[config.mk]
export PLATFORM = sky130hd
export DESIGN_NAME = dgl_ram
export DESIGN_NICKNAME = d
export VERILOG_FILES = /design/src/hdl/dgl_ram.sv
export SDC_FILE = /design/constraint.sdc
export NUM_CORES = 1
export LEC_CHECK = 0
export BUFFER_PORTS_ARGS = -buffer_cell sky130_fd_sc_hd__buf_2
export CELL_PAD_IN_SITES_DETAIL_PLACEMENT = 1
export CELL_PAD_IN_SITES_GLOBAL_PLACEMENT = 2
export CORE_MARGIN = 5
export CORE_UTILIZATION = 27
export CTS_BUF_LIST = sky130_fd_sc_hd__clkbuf_4 sky130_fd_sc_hd__clkbuf_8
export DETAILED_ROUTE_END_ITERATION = 12
export PLACE_DENSITY = 0.49
export SYNTH_ARGS = -nofsm -noshare
export SYNTH_HDL_FRONTEND = slang
export SYNTH_SLANG_ARGS = --single-unit
[constraint.sdc]
create_clock -name clock -period 4.1 [get_ports clock]
set_input_delay 0.615 -clock clock [delete_from_list [all_inputs] [get_ports clock]]
set_output_delay 0.615 -clock clock [all_outputs]
set_load 0.005 [all_outputs]
[src/hdl/dgl_ram.sv]
// Generic single-write, single-read RAM with registered read data.
// No dependencies.
module dgl_ram #(
   parameter int WIDTH = 8,
   parameter int DEPTH = 64
) (
   input  logic                     clock,
   input  logic                     wr_en,
   input  logic [$clog2(DEPTH)-1:0] wr_addr,
   input  logic [WIDTH-1:0]         wr_data,
   input  logic [$clog2(DEPTH)-1:0] rd_addr,
   output logic [WIDTH-1:0]         rd_data
);

   logic [WIDTH-1:0] mem [DEPTH];

   // Write port and registered read port.
   always_ff @(posedge clock) begin
      if (wr_en) begin
         mem[wr_addr] <= wr_data;
      end
      rd_data <= mem[rd_addr];
   end

endmodule

; Yosys cells after proc, flatten, opt, wreduce, memory -nomap -nowiden
; Memories as Yosys holds them, arrays and structs flattened. A register that Yosys moved wholly into a read port is not among the register bits.
; Cells that the tools add are included.
[op_classes]
muxes = 2
[ops]
columns = operator, count
row1 = 1-bit two-way mux, 2
[totals]
ff_bits = 0
ram_bits = 512
input_bits = 22
out_inout_bits = 8
word_cells = 3
n_memories = 1
[memory_table]
columns = memory, depth, word_bits, read_ports, rd_ports_with_merged_regs, wr, line_no
row1 = mem, 64, 8, 1, 1, 1, 15  ; logic [WIDTH-1:0] mem [DEPTH];

; Logic depth before layout (Yosys ltp)
; Gate-level depths: netlist (run 1).
[logic_depth]
ltp_word = 2
ltp_mapped = 9
depth_no_buf = 5

; Worst setup path before layout (run 1)
; Ideal clock, no wire load.
[synth_timing]
path_type = input to register
start = input rd_addr[1]
end = register rd_data[3], read port of mem
setup_ns = 0.128
arrival_time_ns = 2.155
required_ns = 3.972
setup_slack_ns = 1.817
path_stages = 7
path_buffers = 3
cell_sequence = buf_4 buf_2 buf_2 mux4_2 mux4_2 o21ai_1 o41ai_1
[synth_rtl]
columns = item, line_no
row1 = "start, declared", 11  ; input logic [$clog2(DEPTH)-1:0] rd_addr,
row2 = "end, declared", 12  ; output logic [WIDTH-1:0] rd_data

==> key figures, run 1 <==
Finish
  – Final #Nets: between 1,000 and 1,500
  – Fill cells: 7,527
  – Ratio of cells with drive above 1 in the final layout: roughly 32%
  – Synth-to-layout area growth: 16.53%
  – Area of the multi-input gates: between 4000 and 5000 sq um
  – Reg area: around 16,000 sq um

Drt
  – DRC: 0
  – Detail Route Antenna Nets: 0
  – Avg WL per Cell: between 20 and 30 um
  – Via count: just under 10,000
  – Drt first-iter violations: between 600 and 700
  – Vias per cell: around 4.6
  – DRT Pass-1 Iters: 4
  – Total wire length: 55.13 mm

Critical path
  – Reg2Reg Launch Point: mem[29][4]$_DFFE_PP_
  – CP peak stage delay: about 530 ps
  – Slowest-stage cell, CP: mux4_2
  – Critical Path Fanout Max: 31
  – Kind of critical path: input port to register
  – Critical Path Sink Type: register
  – Buf+Inv Stages, Crit Path: 2
  – Crit path DAT: between 2000 and 3000 ps
  – CP top delay family: multiplexers
  – Critical path origin: rd_addr[0]
  – Worst path required time: roughly 4600 ps
  – Crit path cell chain: buf_8, buf_12, mux4_2, mux2_2, o221a_2, nor3_1, o32ai_1
  – Startpoint Class: input port
  – R2R Setup Slk: 2050 ps

Timing
  – Period utilisation layout: 58.19%
  – Fin Setup TNS: 0 ps
  – Worst slew margin: roughly a fifth
  – Post-route setup slack: 1714 ps
  – Pins over their slew limit: 0
  – Worst-margin pin slew: approximately 1200 ps
  – RSZ-0062 raised after global routing: no
  – Fin. Hold Viols: 0
  – Clk_skew: around 42 ps
  – Min cycle time layout: approximately 2400 ps
  – Max Fclk: 419.1 MHz
  – Setup violators final: 0

Global routing
  – Largest net degree at the start of global routing: 65
  – GRT Overall Usage: between 10% and 20%
  – Initial antenna violation count: 3
  – First-pass GRT wire length: 79.74 mm
  – Vias in the first global route: roughly 11,000
  – Congestion Overflow GR: 0

Floorplan
  – Die width: roughly 280 um
  – Die Ht: between 200 and 300 um
  – Initial core utilization: 27.13%
  – IO Count: 30
  – Die ar.: 80,260 sq um
  – Cell Rows: 100
  – Core ar.: 74,320 sq um

Logic synthesis
  – Synth cell count leaders: edfxtp_1, mux4_2, nor2_1, mux2i_1, nand2_1
  – Largest cells by area after synthesis: edfxtp_1, mux4_2, nor2_1
  – Cell taking the most area after synthesis: edfxtp_1
  – Post-synth ARST share: 0%
  – Netlist cell types: 40
  – Register area share after synthesis: 77.03%
  – YS warnings: 0
  – EDFF count, synth: 512
  – Share of the synthesized area in the top cell type: between 70% and 80%
  – Top-count cell post-synth: edfxtp_1
  – Post-Syn Area: 20,170 sq um
  – Syn Inst Count: 940
  – Yosys reg bits: 520
  – Syn nets: around 960
  – Top_reg_cell synth: edfxtp_1
  – Post-synthesis area per instance: about 21 sq um

Placement
  – Pre-CTS setup slack: between 900 and 1000 ps
  – I/O Buffers: 29
  – Final HPWL DP: around 34 mm
  – Routability cong.: 0.7284

CTS
  – Post-CTS sizing: 0
  – CTS max path bufs: 3
  – CTS Buf Count: a little over 90
  – Post-CTS Hold Buffers: 0
  – CTS tree: built
  – Clock Latency Late Sink: approximately 670 ps
  – Clock sink count: 520
  – Clock root buffer: clkbuf_8
  – Clock slew at reported path FFs: 60 ps
  – Post-CTS Setup Inserts: 0
  – Htree depth: 3

Worst hold path
  – Hold Crit Start: rd_addr[5]
  – Worst min-delay path class: input port to register

Power
  – Total power: 11.13 mW
  – Leak Pwr: 7.322 nW
  – Pwr dens: around 470 nW/um^2
  – Max IR drop VDD: between 0.2 and 0.25 mV

Flow run
  – Max_cap viols: 0

Run status
  – Outcome: complete, no violations
==> path summary, 6_finish.rpt <==
path | cells after the start | to
setup reg to reg | 5 | rd_data[4]$_DFF_P_
hold / removal | 3 | rd_data[1]$_DFF_P_
hold reg to reg | 3 | rd_data[6]$_DFF_P_
setup / recovery | 7 | rd_data[4]$_DFF_P_
==> cell type report <==
| class | count | area share, % |
|---|---|---|
| clock buffer | 121 | 6.394 |
| timing repair buffer | 86 | 2.822 |
| multi-input combinational | 369 | 18.40 |
| clock inverter | 47 | 1.107 |
| tap | 969 | 5.159 |
| sequential | 520 | 66.10 |
| antenna | 1 | 0.01065 |
==> tightest hold or removal path: cells and delay by family <==
kind	cells	cell delay [ps]
simple gates	1	150
buf+inv	1	260
compound gates	1	60
==> metrics by stage <==
step / hold WS (ps) / instances / util, % / instance area [sq um]
global route: 428.2 / 2113 / 31.62 / 23500
finish: 456.0 / 2113 / 31.62 / 23500
detailed placement: 857.2 / 1944 / 29.25 / 21740
CTS: 382.4 / 2112 / 31.62 / 23500
global placement: 837.3 / 1944 / 29.25 / 21740
floorplan: 713.9 / 940 / - / 20170
==> layout by cell type (no fill, tap or decap), drive strengths merged, types with 2 or more instances in the layout <==
cell type and n:
edfxtp 512, mux4 126, clkbuf 121, buf 86, nor2 83, clkinv 41, mux2i 23, nand2 19
nor2b 14, mux2 13, nand3 13, o221ai 8, o22ai 8, dfxtp 8, nand2b 7, nor3 7
a221oi 6, a211oi 4, o21ai 4, nand3b 3, a21oi 3, a22oi 3, o2111ai 3, o2bb2ai 3
clkinvlp 3, o221a 2, nor4 2, o32ai 2, a2111oi 2, o21a 2, o41ai 2, nand4 2
bufinv 2
==> power by group <==
part / internal [mW] / switching, mW
Clock: 2.51 / 2.13
Sequential: 5.89 / 0.0248
Combinational: 0.212 / 0.363
Total: 8.61 / 2.52
==> registers in the layout, indices dropped and copies added, names as in the netlist <==
signal,count
mem,512
rd_data,8
==> cells by family (layout without fill, tap and decap cells) <==
kind of cell	after synthesis	count (layout)	share of synthesized area [%]
compound gates	54	54	2.072
other cells	0	1	0
simple gates	153	153	3.387
buf+inv	51	254	1.570
mux	162	162	15.94
flops	520	520	77.03
==> metal layers <==
metal  track usage, %  up-vias  wire [um]
li1                 -     4210          -
met1            18.56     5339      25370
met2            22.30      195      26580
met3            2.773       75       2233
met4            3.615        2        938
met5                0        -          7
Power figures use the tool's default switching activity.
==> run 2: changes to the inputs <==
==> constraint.sdc (replaced) <==
create_clock -name clock -period 2.3 [get_ports clock]
set_input_delay 0.345 -clock clock [delete_from_list [all_inputs] [get_ports clock]]
set_output_delay 0.345 -clock clock [all_outputs]
set_load 0.005 [all_outputs]
==> key figures, run 2 (same netlist as run 1, synthesis figures left out) <==
Finish
  – Max reg flops: 512 (unchanged)
  – Biggest regs: mem x512, rd_data x8
  – Synth-to-layout area growth: 20.36%
  – Reg with most FFs: mem
  – Commonest non-fill, non-tap cells in the layout: edfxtp_1, buf_4, mux4_2
  – Post-route cell area: 24,270 sq um (+3.3%)
  – Ratio of cells with drive above 1 in the final layout: 37.61% (+5.6 points)
  – Commonest non-fill, non-tap cell in the layout: edfxtp_1
  – Final #Nets: 1,192 (+9.3%)

Timing
  – Clk_skew: 52.58 ps (+10.64 ps)
  – Fin. Hold Viols: 0 (unchanged)
  – Worst slew margin: 40.95% (+20 points)
  – Setup violators final: 0 (unchanged)
  – Max Fclk: about 460 MHz
  – Period utilisation layout: a little over nine tenths
  – Pins over their slew limit: 0 (unchanged)
  – Min cycle time layout: around 2200 ps
  – RSZ-0062 raised after global routing: no
  – Worst-margin pin slew: 885.7 ps (-305.5 ps)
  – Fin Setup TNS: 0 ps (unchanged)

Critical path
  – Kind of critical path: register to register
  – Startpoint Class: register
  – CP peak stage delay: 580 ps (+50 ps)
  – Reg2Reg Launch Point: mem[44][0]$_DFFE_PP_
  – Crit path DAT: 2710 ps (-200 ps)
  – CP endpoint: rd_data[0]$_DFF_P_
  – Worst path required time: 2850 ps (-1780 ps)
  – Crit path cell chain: mux4_2, mux2_2, a221oi_1, buf_4, o2bb2ai_1
  – Critical Path Fanout Max: 1 (-97%)
  – Slowest-stage cell, CP: a221oi_1
  – R2R Path End: rd_data[0]$_DFF_P_
  – Critical Path Sink Type: register
  – Critical path origin: mem[44][0]$_DFFE_PP_
  – Worst Reg2Reg Path Length in Cells: 5 (unchanged)
  – R2R Setup Slk: 140 ps (-1910 ps)

Floorplan
  – Core ar.: 74,320 sq um (unchanged)
  – Initial core utilization: 27.13% (unchanged)
  – IO Count: 30 (unchanged)
  – Die width: 283.3 um (unchanged)
  – Die ar.: 80,260 sq um (unchanged)
  – Cell Rows: 100 (unchanged)
  – Die Ht: 283.3 um (unchanged)

Drt
  – DRC: 0 (unchanged)
  – Vias per cell: 4.605 (-0.93%)
  – Avg WL per Cell: 25.22 um (-3.3%)
  – Drt first-iter violations: 662 (+1.8%)
  – Total wire length: 55.51 mm (+0.69%)
  – Via count: 10,140 (+3.2%)
  – Detail Route Antenna Nets: 0 (unchanged)
  – DRT Pass-1 Iters: 5 (+1)

Global routing
  – Largest net degree at the start of global routing: 65 (unchanged)
  – Congestion Overflow GR: 0 (unchanged)
  – First-pass GRT wire length: 80.57 mm (+1.0%)
  – Initial antenna violation count: 1 (-2)
  – Vias in the first global route: 11,080 (+3.2%)
  – GRT Overall Usage: 13.71% (+0.12 points)

Placement
  – Routability cong.: 0.7385 (+1.4%)
  – Final HPWL DP: 35.95 mm (+6.0%)
  – Area after DPL: 22,640 sq um (+4.2%)
  – I/O Buffers: 29 (unchanged)

CTS
  – Clock slew at reported path FFs: 60 ps (about the same)
  – Clock sink count: 520 (unchanged)
  – CTS max path bufs: 3 (unchanged)
  – CTS Buf Count: 89 (-3.3%)
  – Post-CTS Setup Inserts: 0 (unchanged)
  – Clock Latency Late Sink: 690 ps (+20 ps)
  – CTS tree: built
  – Clock root buffer: clkbuf_8
  – Post-CTS Hold Buffers: 0 (unchanged)
  – Htree depth: 3 (unchanged)
  – Post-CTS sizing: 0 (unchanged)

Power
  – Pwr dens: 803.2 nW/um^2 (+70%)
  – Leak Pwr: 7.819 nW (+6.8%)
  – Max IR drop VDD: 0.4564 mV (+120%)

Worst hold path
  – Hold Crit Start: rd_addr[5]
  – Worst min-delay path class: input port to register

Flow run
  – Max_cap viols: 0 (unchanged)

Run status
  – Outcome: complete, no violations
[run 2: worst max-delay path, delay by kind of cell, from the launching register on]
kind | cells | cell delay, ps
buffers and inverters | 1 | 220
AO/OA/AOI/OAI | 2 | 640
multiplexers | 2 | 800
flip-flops | 1 | 370
[run 2: report_power, final]
| part | switching (mW) | total (mW) | internal, mW |
|---|---|---|---|
| registers | 0.0426 | 10.5 | 10.5 |
| logic | 0.674 | 1.16 | 0.481 |
| clock network | 3.69 | 7.80 | 4.11 |
[run 2: how the worst min path moves through the flow]
stage,to,slack [ps],depth (start not counted)
3_5_place_dp,rd_data[7],820,1
2_1_floorplan,mem[0][0]$_DFFE_PP_,440,0
3_3_place_gp,rd_data[6]$_DFF_P_,810,3
6_report,rd_data[6]$_DFF_P_,150,3
4_1_cts,rd_data[6]$_DFF_P_,90,3
5_1_grt,mem[32][0]$_DFFE_PP_,150,2
[run 2: final cells by class]
class,instances,area [sq um]
repair buffers,190,1582
well taps,969,1212
multi-input cells,369,4315
diodes,1,2.502
clock inverters,33,163.9
flip-flops and latches,520,15530
fillers,7518,50050
clock buffers,119,1463
[run 2: per-stage QoR]
step	util (%)	worst slack, ps	total power, mW	instances	hold WS [ps]
2_1_floorplan	-	287.3	11.27	940	443.9
3_3_place_gp	30.47	-186.5	11.92	2048	810.3
3_5_place_dp	30.47	-217.6	11.93	2048	823.6
4_1_cts	32.66	192.3	19.86	2200	87.27
5_1_grt	32.66	149.7	20.35	2201	145.7
6_report	32.66	144.8	19.50	2201	153.3
[run 2: per-layer routing]
layer / global-route usage [%] / up-vias / share of wire [%]
li1: - / 4393 / -
met1: 18.92 / 5478 / 46
met2: 22.38 / 187 / 48
met3: 2.404 / 77 / 3.5
met4: 4.021 / 0 / 2.0
met5: 0 / - / 0
